===== src/rtl/srat_pkg.sv =====
// shared widths, flag bytes and response kinds of the segment receive ack tracker
package srat_pkg;

    localparam int OFF_W  = 16;
    localparam int ID_W   = 32;
    localparam int FLAG_W = 8;
    localparam int LEN_W  = 9;
    localparam int BYTE_W = 8;
    localparam int CMD_W  = 2;
    localparam int KIND_W = 3;

    // flag byte values
    localparam logic [FLAG_W-1:0] FLAG_SYN = 8'h04;
    localparam logic [FLAG_W-1:0] FLAG_FIN = 8'h02;
    localparam logic [FLAG_W-1:0] FLAG_RST = 8'h01;

    // lengths below this mark the last packet
    localparam logic [LEN_W-1:0] SHORT_LIMIT = 9'd255;
    localparam logic [OFF_W-1:0] OFFSET_MAX  = 16'hFFFF;

    // valid SYN command bytes
    localparam logic [BYTE_W-1:0] CMD_DOWNLOAD = 8'd1;
    localparam logic [BYTE_W-1:0] CMD_UPLOAD   = 8'd2;

    // configuration register indexes
    localparam logic [0:0] REG_CONN_ID = 1'b0;
    localparam logic [0:0] REG_COMMAND = 1'b1;

    // response kinds
    localparam logic [KIND_W-1:0] KIND_ACK        = 3'd0;
    localparam logic [KIND_W-1:0] KIND_FOREIGN    = 3'd1;
    localparam logic [KIND_W-1:0] KIND_FINISHED   = 3'd2;
    localparam logic [KIND_W-1:0] KIND_PEER_RESET = 3'd3;
    localparam logic [KIND_W-1:0] KIND_ABORT      = 3'd4;
    localparam logic [KIND_W-1:0] KIND_CLOSED     = 3'd5;

endpackage


===== src/rtl/srat_mod.sv =====
// reduction of a byte offset to a map index by reciprocal multiplication
module srat_mod #(
    parameter int MAP_DEPTH = 65536
) (
    input  logic                         i_clk,
    input  logic                         i_rst_n,
    input  logic                         i_start,
    input  logic [srat_pkg::OFF_W-1:0]   i_value,
    output logic                         o_done,
    output logic [$clog2(MAP_DEPTH)-1:0] o_index
);
    import srat_pkg::*;

    localparam int IDX_W  = $clog2(MAP_DEPTH);
    localparam int SHIFT  = OFF_W + IDX_W;
    localparam int RCP_W  = OFF_W + 2;
    localparam int PROD_W = OFF_W + RCP_W;
    localparam int DEP_W  = OFF_W + 1;
    localparam int BACK_W = OFF_W + DEP_W;
    // floor(2^SHIFT / depth) + 1 gives the exact quotient for every 16-bit offset
    localparam logic [63:0]       RCP_WIDE = (64'd1 << SHIFT) / 64'(MAP_DEPTH) + 64'd1;
    localparam logic [RCP_W-1:0]  RCP      = RCP_WIDE[RCP_W-1:0];
    localparam logic [DEP_W-1:0]  DEPTH    = DEP_W'(MAP_DEPTH);

    logic [OFF_W-1:0]  r_val;
    logic [OFF_W-1:0]  r_quo, n_quo;
    logic [OFF_W-1:0]  r_rem, n_rem;
    logic              r_busy;
    logic              r_done;
    logic [PROD_W-1:0] prod;
    logic [PROD_W-1:0] quo_full;
    logic [BACK_W-1:0] back;

    // quotient from the reciprocal, then remainder from the quotient
    always_comb begin
        prod     = PROD_W'(i_value) * PROD_W'(RCP);
        quo_full = prod >> SHIFT;
        n_quo    = quo_full[OFF_W-1:0];
        back     = BACK_W'(r_quo) * BACK_W'(DEPTH);
        n_rem    = r_val - back[OFF_W-1:0];
    end

    always_ff @(posedge i_clk) begin
        if (!i_rst_n) begin
            r_busy <= 1'b0;
            r_done <= 1'b0;
        end else begin
            r_busy <= i_start;
            r_done <= r_busy;
        end
    end

    always_ff @(posedge i_clk) begin
        if (i_start) begin
            r_val <= i_value;
            r_quo <= n_quo;
        end
        if (r_busy) begin
            r_rem <= n_rem;
        end
    end

    assign o_done  = r_done;
    assign o_index = r_rem[IDX_W-1:0];

endmodule


===== config.mk =====
export PLATFORM = sky130hd
export DESIGN_NAME = srat_mod
export DESIGN_NICKNAME = d
export VERILOG_FILES = /design/src/rtl/srat_pkg.sv /design/src/rtl/srat_mod.sv
export SDC_FILE = /design/constraint.sdc
export NUM_CORES = 1
export LEC_CHECK = 0
export BUFFER_PORTS_ARGS = -buffer_cell sky130_fd_sc_hd__buf_2
export CAP_MARGIN = 10
export CORE_ASPECT_RATIO = 0.9
export CORE_MARGIN = 4
export CORE_UTILIZATION = 50
export DETAILED_ROUTE_END_ITERATION = 16
export PLACE_DENSITY_LB_ADDON = 0.25
export SLEW_MARGIN = 10
export SYNTH_ARGS = -nofsm -noshare
export SYNTH_HDL_FRONTEND = slang
export SYNTH_SLANG_ARGS = --single-unit

===== constraint.sdc =====
create_clock -name i_clk -period 3.4 [get_ports i_clk]
set_clock_uncertainty 0.2 [all_clocks]
set_input_delay 1.02 -clock i_clk [delete_from_list [all_inputs] [get_ports i_clk]]
set_output_delay 1.02 -clock i_clk [all_outputs]
set_load 0.005 [all_outputs]

==> summary.md <==
| Metric | Value |
|---|---|
| Status | `completed` |
| Crit-path max FO | `1` |
| Mapped Area | `1010 um^2` |
| First-pass GRT wire length | `between 2000 and 2500 um` |
| P_sw | `between 0.0001 and 0.00015 W` |
| Final period util | `0.602` |
| Unrepaired setup endpoints after global routing | `false` |
| GR Layer Usage met1 | `0.0969` |
| Setup TNS | `0 ns` |
| Total Routed Length | `around 1400 um` |
| Final hold vios | `0` |
| Post-Syn Instances | `36` |
| Hold slack | `between 0.2 and 0.25 ns` |
| Register area share after synthesis | `0.988` |
| CP required | `~2.2 ns` |
| # H-tree levels | `2` |
| Max-slew headroom | `0.552` |
| Wire per inst | `13.4 um` |
| Drt initial violations | `2` |
| Dpl ws | `1.51 ns` |
| Cell taking the most area after synthesis | `edfxtp_1` |
| Fraction of layout instances using a drive strength above 1 | `0.513` |
| Routed Antenna Nets | `0` |
| Die W | `approximately 55 um` |
| M2 GR Usage | `0.199` |
| Pre-antenna DRT Iters | `2` |
| Slew Limit Fails | `0` |
| Root buf cell | `clkbuf_4` |
| Crit path buffers/inverters | `1` |
| Die Y | `between 50 and 60 um` |
| Clk_lat worst skew | `approximately 0.31 ns` |
| Post-route setup slack | `about 1.4 ns` |
| Area Growth Syn to Fin | `24.8%` |
| Clk buf depth | `2` |
| Min-Delay Path Class | `flip-flop to flip-flop` |
| Core ar. | `approximately 1900 um^2` |
| Gpl congestion | `roughly 0.63` |
| Int Power | `~0.0006 W` |
| Via/cell ratio | `between 4 and 5` |
| Synth top area cells | `edfxtp_1 95%, dfxtp_1 4.0%, and2_1 1.2%` |
| Remaining DRCs | `0` |
| Critical Path, Cell by Cell | `buf_2` |
| CP Launch Type | `flip-flop` |
| Cts bufs inserted | `5` |
| Crit path capture type | `output pin` |
| Netlist cell types | `3` |
| Cell Rows | `15` |
| Pwr/cell area | `~570 nW/um^2` |
| Setup violators final | `0` |
| GR peak layer | `met2` |
| Post-layout min period | `a little over 2 ns` |
| Slowest cell on the critical path | `edfxtp_1` |
| Clock share of power | `0.259` |
| Starting Density | `0.529` |
| Comb pwr share | `0.041` |
| Leak | `0.493 nW` |
| Initial antenna violation count | `0` |
| Crit-path leading delay family | `flip-flops` |
| Layout Nets | `just under 100` |
| Warnings, synthesis | `0` |
| Pin count of the biggest net entering global routing | `18` |
| Clock Sink Count | `34` |
| Ports | `36` |
| Sequential share of power | `0.700` |
| CP Class | `flip-flop to output pin` |
| Global route overflow | `0` |
| Die area | `2810 um^2` |
| Max-cap violations | `0` |
| Net Sw Frac | `0.183` |
| Share of the synthesized area in the top cell type | `0.948` |
| Synthesized area per cell | `around 28 um^2` |
| CP peak stage delay | `roughly 0.38 ns` |
| Crit path arrival time | `approximately 0.83 ns` |
| Vias | `467` |
| Vias in the first global route | `~470` |
| Met3 GRT Util | `0.0566` |
| CTS clk-pin slew, worst paths | `roughly 0.080 ns` |
| Hold Buf Count CTS | `0` |
| Highest Clock Rate | `489 MHz` |
| IO Port Bufs | `35` |
| Post_cts resized | `0` |
| Antenna cells | `0` |
| CTS tree | `done` |
| Syn Nets | `55` |
| Slew @ Worst Pin | `between 0.6 and 0.7 ns` |
| VDD IR max | `between 0.3 and 0.4 mV` |
| Yosys reg bits | `34` |
| GRT Total Usage | `0.115` |
| Postcts setup bufs | `0` |
[layout make-up]
class,count,area (um^2)
sequential,34,1000
fill,148,649
timing repair buffer,35,175
clock buffer,7,45.0
tap,25,31.3
multi-input combinational,2,12.5
[cells in the final DEF, fill, tap and decap left out]
master | netlist | layout
buf_2 | 0 | 35
edfxtp_1 | 32 | 32
clkbuf_1 | 0 | 2
and2_1 | 2 | 2
clkbuf_4 | 0 | 5
dfxtp_1 | 2 | 2
[final timing paths]
check                           startpoint    endpoint  slack [ns]  cells after the start
worst max register to register      r_busy  o_index[2]        2.07                      0
worst min-delay path              r_val[8]  o_index[8]        0.22                      0
worst min register to register    r_val[8]  o_index[8]        0.22                      0
worst max-delay path            o_index[4]  o_index[4]        1.35                      1
[registers in the layout, summed over array words and instances (netlist names)]
signal,cells
o_index,16
r_busy,1
o_done,1
r_val,16
[cell families after synthesis]
group / after synthesis / synth area share
flops: 34 / 0.988
simple gates: 2 / 0.0123
[cells in the mapped netlist]
| cell | n |
|---|---|
| and2_1 | 2 |
| dfxtp_1 | 2 |
| edfxtp_1 | 32 |
[stage by stage]
stage	instance area [um^2]	utilization	std cells	total power, W
3_3_place_gp	1220	0.637	96	0.000541
2_1_floorplan	1010	-	36	0.000514
5_1_grt	1260	0.661	103	0.000758
4_1_cts	1260	0.661	103	0.000732
6_report	1260	0.661	103	0.000719
3_5_place_dp	1220	0.637	96	0.000545
[routing by layer]
metal | vias up | wire length [um]
li1 | 226 | -
met2 | 24 | 795
met4 | 0 | 4
met5 | - | 0
met3 | 2 | 156
met1 | 215 | 422
[power groups by stage]
stage	logic [W]	registers, W	clock network, W
2_1_floorplan	0.000000658	0.000513	0
3_3_place_gp	0.0000296	0.000511	0
3_5_place_dp	0.0000306	0.000514	0
4_1_cts	0.0000306	0.000505	0.000197
5_1_grt	0.0000331	0.000508	0.000217
6_report	0.0000298	0.000503	0.000186
(Power assumes the default switching activity.)
