<file path="src/rtl/srat_ram.sv">
// generic simple dual port ram with registered read
module srat_ram #(
    parameter int WIDTH = 1,
    parameter int DEPTH = 256
) (
    input  logic                     i_clk,
    input  logic                     i_we,
    input  logic [$clog2(DEPTH)-1:0] i_waddr,
    input  logic [WIDTH-1:0]         i_wdata,
    input  logic [$clog2(DEPTH)-1:0] i_raddr,
    output logic [WIDTH-1:0]         o_rdata
);

    logic [WIDTH-1:0] r_mem [DEPTH];
    logic [WIDTH-1:0] r_rdata;

    // write port
    always_ff @(posedge i_clk) begin
        if (i_we) begin
            r_mem[i_waddr] <= i_wdata;
        end
    end

    // registered read port
    always_ff @(posedge i_clk) begin
        r_rdata <= r_mem[i_raddr];
    end

    assign o_rdata = r_rdata;

endmodule

</file>
<file path="config.mk">
export PLATFORM = sky130hd
export DESIGN_NAME = srat_ram
export DESIGN_NICKNAME = d
export VERILOG_FILES = /design/src/rtl/srat_ram.sv
export SDC_FILE = /design/constraint.sdc
export NUM_CORES = 1
export LEC_CHECK = 0
export ABC_AREA = 1
export BUFFER_PORTS_ARGS = -buffer_cell sky130_fd_sc_hd__buf_2
export CAP_MARGIN = 20
export CORE_MARGIN = 2
export CORE_UTILIZATION = 35
export CTS_CLUSTER_SIZE = 12
export DETAILED_ROUTE_END_ITERATION = 8
export HOLD_SLACK_MARGIN = 0.15
export PLACE_DENSITY = 0.53
export SYNTH_ARGS = -nofsm -noshare
export SYNTH_HDL_FRONTEND = slang
export SYNTH_SLANG_ARGS = --single-unit
</file>
<file path="constraint.sdc">
create_clock -name i_clk -period 1.5 [get_ports i_clk]
set_input_delay 0.3 -clock i_clk [delete_from_list [all_inputs] [get_ports i_clk]]
set_output_delay 0.3 -clock i_clk [all_outputs]
set_load 0.05 [all_outputs]
</file>
==> impl.org, run 1 <==
** Run status
- The flow ran to the end, and the final reports show no timing, DRC or antenna violations.

** CTS
- Clock buffers created by TritonCTS :: 28
- Clock buffer depth :: 3
- Clock latency on the worst-skew pair, taken at its later pin, is 0.55 ns.
- After clock tree synthesis, the setup repair step added 0 buffers.
- Clock tree synthesis found a total of around 260 sinks.
- Clk slew on worst S/H paths :: approximately 0.060 ns
- Number of levels in the clock H-tree :: 1
- Clock tree synthesis selected as its root buffer the cell clkbuf_16.
- TritonCTS built the clock tree.

** STA
- Counting I/O delays and the setup requirement, the final critical path takes 1.41 ns.
- Setup repair after global routing left no endpoint under its margin.
- Smallest setup slack after layout :: between 0.08 and 0.09 ns
- In the finished design, the share of the clock period the worst path needs comes to 94.2%.
- The worst pin sits at a relative slew slack of between 60% and 70%.
- Final number of setup-violating endpoints :: 0
- Final Hold Violating Endpoints :: 0
- Worst slew pin tran :: a little under 0.5 ns
- Number of pins with negative max-slew slack in the final report :: 0
- Based on the critical path, the design can be clocked at up to just over 700 MHz.
- Clock skew on the completed layout was measured at between 0.02 and 0.03 ns.

** Placed design
- Detailed placement ended at an HPWL of 19600 um.
- Before CTS, the worst setup slack after placement is -0.432 ns.
- Area of placed instances :: around 13000 um2
- Routability-driven placement finished with a final weighted congestion of 0.790.
- Port buffering added 19 buffers.

** Critical path
- In this run the critical register-to-register path is captured at o_rdata.
- Walking the worst path, the cells encountered are buf_4.
- Data arrives at the worst endpoint at 1.11 ns.
- Kind of cell adding the most delay to the critical path :: flip-flops
- Crit path capture :: o_rdata
- In this run the number of cells on the critical path is 1.
- The worst setup path is captured at an output port.
- Required @ worst endpoint :: 1.20 ns
- Worst Setup SP :: o_rdata
- Category of the critical setup timing path :: flip-flop to output port
- In this run the critical register-to-register path is launched from r_mem[127].
- STA classifies the critical path startpoint as a flip-flop.
- Sum of buffers and inverters on the critical path :: 1
- Worst reg-to-reg path cell count :: 10
- Worst Path Max Fanout :: 1
- Library cell contributing the largest single delay on the critical path :: dfxtp_1
- The largest single stage delay on the critical path is 0.35 ns.
- In this run the register-to-register setup slack is about 0.11 ns.

** Route
- The pre-antenna-repair detailed-routing pass consisted of 8 iterations.
- Via Count :: between 8000 and 9000
- Mean routed wirelength per cell :: approximately 20 um
- For this run, design rule violations remaining after detail routing come to 0.
- Vias per Instance :: about 5
- Aggregate routed wire length :: approximately 33000 um
- The detail route stage leaves a number of antenna-violating nets equal to 0.
- For this block, the initial DRC count from the detailed router was around 900.

** Floorplan
- The die covers between 30000 and 40000 um2.
- Initial cell density of the core :: between 30% and 40%
- Num ports :: 20
- Cell row count :: 67
- Chip height :: ~190 um
- Placeable core region :: 33300 um2
- Horizontal die dimension :: 187 um

** Synthesis
- After synthesis the cells add up to around 12000 um2.
- Synthesis inferred between 200 and 300 register bits.
- Sequential elements use between 60% and 70% of the synthesized area.
- Yosys printed 0 warnings.
- Area fraction in compound gates after synthesis :: 0%
- Of the total synthesized cell area, the portion taken by XOR and XNOR cells is 0%.
- After synthesis, the netlist uses 13 different library cells.
- Simple-gate share of the synthesized area :: between 20% and 30%
- Post-synth net total :: approximately 1200
- Combinational family with the most area after synthesis :: simple AND/OR/NAND/NOR gates
- Mux cell area share after synthesis :: 0%
- In the synthesized netlist, the number of instances is 1184.
- After Yosys synthesis, full adders, half adders and majority gates account for 0% of the synthesized area.
- Synth Area per Inst :: approximately 10 um2

** Pwr
- Worst IR drop on VDD :: between 0.9 and 1 mV
- PD cells :: around 1100 nW/um2
- In this run the static leakage power is just under 5 nW.

** Global route
- The initial antenna violation count came to 1.
- The first global-routing pass estimated around 51000 um of wire.
- Summed over all layers, the global routing overflow is 0.
- Vias in the first global route :: 8500
- Overall global routing resource usage :: about a fifth
- Entering global routing, the biggest net connects 62 pins.

** Cells and area
- Area Overhead vs Synth :: 19.2%
- Fraction of final layout cells with drive strength greater than 1 :: roughly 12%
- Leading cell types in the layout, fill and taps excluded :: nand2_1, nor2_1, edfxtp_1
- Final Instance Area :: about 14000 um2
- The layout has 3243 filler cells.
- Most frequent standard cell in the layout excluding fill and tap cells :: nand2_1
- Net count, final :: about 1300
- Antenna Diode Count :: 0

** Run
- Max-cap check violation count :: 0

** Worst hold path
- Type of the worst min-delay path :: primary input to flip-flop
-- worst min path at each step --
stage / from / to / depth (start not counted)
6_report: i_raddr[5] / o_rdata / 5
5_1_grt: i_raddr[5] / o_rdata / 5
4_1_cts: i_raddr[5] / o_rdata / 5
3_5_place_dp: i_raddr[7] / o_rdata / 3
3_3_place_gp: i_raddr[7] / o_rdata / 3
2_1_floorplan: i_wdata / r_mem[0] / 0
-- cells in the mapped netlist --
library cell	count	area share [%]
buf_1	3	0.096
buf_2	14	0.60
buf_4	6	0.38
buf_6	22	2.1
clkbuf_1	40	1.3
dfxtp_1	1	0.17
edfxtp_1	256	66
inv_1	16	0.51
inv_2	2	0.064
nand2_1	299	9.6
nand3_1	254	11
nand4_1	3	0.16
nor2_1	268	8.6
-- power breakdown --
part / total [W] / switching (W) / internal [W]
clock: 0.00610 / 0.00272 / 0.00338
sequential: 0.00792 / 0.00000615 / 0.00791
combinational: 0.00126 / 0.000816 / 0.000441
total: 0.0153 / 0.00354 / 0.0117
-- cells by family (layout without fill, tap and decap cells) --
| family | count (synthesis) | count (layout) |
|---|---|---|
| simple gates | 824 | 824 |
| flops | 257 | 257 |
| buf+inv | 103 | 184 |
-- repair_timing --
item | CTS | global route
endpoints found under the setup margin | 1 | 1
hold buffers | 3 | 0
endpoints found under the hold margin | 21 | 0
gates resized for setup | 1 | 1
pin swaps | 0 | 0
-- sequential cells by signal (all words and copies together) (netlist names) --
name,count
o_rdata,1
r_mem,256
-- per-stage QoR --
stage                     util (%)  TNS, ns  instances  hold slack, ns  total power (W)
after floorplan                  -        0       1184           0.399          0.00871
after global placement        39.5    -4.14       1664           0.622          0.00932
after detailed placement      39.5    -4.71       1664           0.616          0.00932
after CTS                     42.0        0       1713           0.161           0.0154
after global routing          42.0        0       1713           0.186           0.0158
final                         42.0        0       1713           0.178           0.0153
-- routing by layer --
| layer | vias to the layer above | global-route usage [%] | wire length (um) |
|---|---|---|---|
| met5 | - | 0 | 13 |
| met2 | 252 | 30.8 | 15400 |
| met4 | 2 | 5.19 | 756 |
| met3 | 53 | 2.74 | 2180 |
| met1 | 4287 | 26.8 | 15100 |
| li1 | 4138 | - | - |
-- layout make-up --
type                    instances  area, um2  area share [%]
flip-flops and latches        257       7710            55.2
multi-input cells             824       3420            24.5
repair buffers                120       1420            10.2
clock buffers                  34        723            5.18
well taps                     448        561            4.01
inverters                      18       70.1           0.502
clock inverters                12       62.6           0.448
Power figures use the tool's default switching activity.
==> run 2: changes to the inputs <==
--- a/config.mk
+++ b/config.mk
@@ -8,12 +8,15 @@
 export ABC_AREA = 1
 export BUFFER_PORTS_ARGS = -buffer_cell sky130_fd_sc_hd__buf_2
 export CAP_MARGIN = 20
+export CELL_PAD_IN_SITES_DETAIL_PLACEMENT = 0
+export CELL_PAD_IN_SITES_GLOBAL_PLACEMENT = 1
 export CORE_MARGIN = 2
 export CORE_UTILIZATION = 35
 export CTS_CLUSTER_SIZE = 12
 export DETAILED_ROUTE_END_ITERATION = 8
 export HOLD_SLACK_MARGIN = 0.15
-export PLACE_DENSITY = 0.53
+export PLACE_DENSITY = 0.63
+export REMOVE_ABC_BUFFERS = 1
 export SYNTH_ARGS = -nofsm -noshare
 export SYNTH_HDL_FRONTEND = slang
 export SYNTH_SLANG_ARGS = --single-unit
==> impl.org, run 2 (same netlist as run 1, synthesis figures left out) <==
** Critical path
- Kind of cell adding the most delay to the critical path :: flip-flops
- Worst reg-to-reg path cell count :: 10
- In this run the critical register-to-register path is captured at o_rdata.
- In this run the worst path has a maximum fanout of 1.
- Sum of buffers and inverters on the critical path :: 1
- The worst register-to-register path has a setup slack of between 0.15 and 0.2 ns.
- In this run the critical register-to-register path is launched from r_mem[75].
- Type of element launching the critical path :: flip-flop
- For this design, the slowest cell found on the critical path is dfxtp_1.
- Data arrives at the worst endpoint at 1.12 ns.
- Critical Path End Type :: output port
- The worst setup path is of the flip-flop to output port kind.
- Required @ worst endpoint :: 1.20 ns
- List of cells traversed by the critical path :: buf_2
- The largest single stage delay on the critical path is 0.33 ns.

** CTS
- Clk slew on worst S/H paths :: roughly 0.06 ns
- Number of levels in the clock H-tree :: 1
- TritonCTS clock tree :: built
- Clock latency on the worst-skew pair, taken at its later pin, is approximately 0.52 ns.
- The number of clock buffers added by TritonCTS is 27.
- Clock buffer depth :: 3
- Buffer type at the clock tree root :: clkbuf_16
- Post-CTS Setup Inserts :: 0
- CTS Sinks :: between 200 and 300

** Route
- Aggregate routed wire length :: roughly 33000 um
- In the final routed layout, each cell accounts on average for between 15 and 20 um.
- DRC Markers :: 0
- The first detailed-routing pass ran for 5 iterations.
- Post-route antenna net violation count :: 0
- Summing over every cut layer, the via total after detailed routing is 8653.
- Using the TritonRoute via totals, the vias-per-cell ratio works out to approximately 5.1.
- DRT iter0 DRCs :: between 800 and 900

** STA
- The count of final hold-check violations is 0.
- For this run, the top clock speed supported by timing is 705 MHz.
- For the final routed database, the setup TNS stands at 0 ns.
- Number of pins with negative max-slew slack in the final report :: 0
- In this run the tightest slew margin relative to its limit is approximately 71%.
- Setup Skew :: ~0.0055 ns
- Hold timing on the final database bottoms out at a slack of 0.219 ns.
- Worst slew pin tran :: around 0.44 ns
- Unrepaired setup endpoints after global routing :: no
- Tcrit/Tclk final :: 94.6%
- The smallest clock period supported by the final layout is computed as ~1.4 ns.
- Final number of setup-violating endpoints :: 0

** Run status
- Status :: finished clean

** Floorplan
- Horizontal die dimension :: ~190 um
- The die covers roughly 35000 um2.
- In this run the core area contains 67 standard-cell rows.
- Num ports :: 20
- From bottom edge to top edge, the die measures between 150 and 200 um.
- Once the floorplan was initialized, standard cells occupied a little over a third of the core.
- The floorplan step defined a core boundary enclosing 33300 um2.

** Worst hold path
- Hold Path Cell Cnt :: 5
- For hold timing, the worst endpoint is o_rdata.
- Hold Crit Start :: i_raddr[5]
- In this run the worst hold path is classified as primary input to flip-flop.

** Cells and area
- Compared with the post-synthesis result, the final layout area differs by 19.0%.
- Antenna Diode Count :: 0
- Most frequent standard cell in the layout excluding fill and tap cells :: nand2_1
- Leading cell types in the layout, fill and taps excluded :: nand2_1, nor2_1, edfxtp_1
- Ranked by flip-flop count, first place goes to r_mem.
- Net count, final :: around 1300
- Max reg flops :: around 260
- Fraction of final layout cells with drive strength greater than 1 :: a little under an eighth
- The filler cells instantiated in the layout total roughly 3300.
- Final Instance Area :: about 14000 um2
- Once layout is complete, the cells apart from fillers number 1701.

** Placed design
- At the end of routability-driven placement, the weighted congestion stood at a little under 0.8.
- During placement, the flow inserted port buffers numbering 19.
- HPWL Detailed :: a little under 20000 um
- Area of placed instances :: between 10000 and 15000 um2
- The number of placed instances, taps included, is ~1700.

** Global route
- For this run, the total global-route usage over all layers was measured as between 10% and 20%.
- The first global-routing pass estimated just over 50000 um of wire.
- Antenna violations before repair :: 0
- Vias in the first global route :: approximately 8300
- After global routing the overflow that remains totals 0.
- Entering global routing, the biggest net connects about 110 pins.

** Pwr
- Summing internal, switching and leakage power gives 0.0154 W.
- PD cells :: roughly 1100 nW/um2
- The worst-case IR drop observed on VDD is 0.696 mV.
- Lkg Pwr :: between 4 and 5 nW

** Run
- The tool flagged a number of max-cap violations equal to 0.
-- run 2: changes by cell type in the layout (fill, tap and decap cells not counted), sizes merged --
cell	previous run	this run
dlygate4sd3	3	2
clkbuf	34	37
buf	117	107
clkinv	12	6
bufinv	0	2
-- run 2: metrics by stage --
stage / utilization [%] / worst slack [ns]
floorplan: - / -0.518
detailed placement: 39.4 / -0.367
global placement: 39.4 / -0.376
global route: 41.9 / 0.0177
finish: 41.9 / 0.0814
CTS: 41.8 / 0.0401
-- run 2: final cells by class --
class	instances	area [um2]	share of cell area [%]
Tap cell	448	561	4.02
Clock buffer	37	713	5.11
Clock inverter	8	83.8	0.601
Inverter	18	70.1	0.503
Multi-Input combinational cell	824	3450	24.7
Sequential cell	257	7710	55.3
Timing Repair Buffer	109	1360	9.75
-- run 2: timing repair --
action | CTS | global route
setup endpoints to repair | 0 | 1
resized for setup | 0 | 7
hold endpoints to repair | 1 | 0
hold buffers | 2 | 0
-- run 2: worst max path at each step --
stage          startpoint  endpoint  slack (ns)  cells after the start
2_1_floorplan  i_raddr[0]   o_rdata       -0.52                     11
3_3_place_gp   i_raddr[0]   o_rdata       -0.38                     13
3_5_place_dp   i_raddr[0]   o_rdata       -0.37                     13
4_1_cts         r_mem[79]   o_rdata        0.04                     10
5_1_grt        r_mem[159]   o_rdata        0.02                     10
6_report          o_rdata   o_rdata        0.08                      1
-- run 2: where the power goes --
part           leakage (nW)  total [W]  switching, W  internal, W
clock network         0.385    0.00627       0.00265      0.00362
logic                  2.18    0.00125      0.000819     0.000435
registers              2.31    0.00792    0.00000519      0.00791
total                  4.87     0.0154       0.00347       0.0120
-- run 2: per-layer routing --
metal	routed length [um]	global-route usage, %	share of wire, %
met1	15600	27.1	47
met2	16000	31.3	48
met3	1390	1.95	4.1
met4	499	4.03	1.5
met5	0	0	0
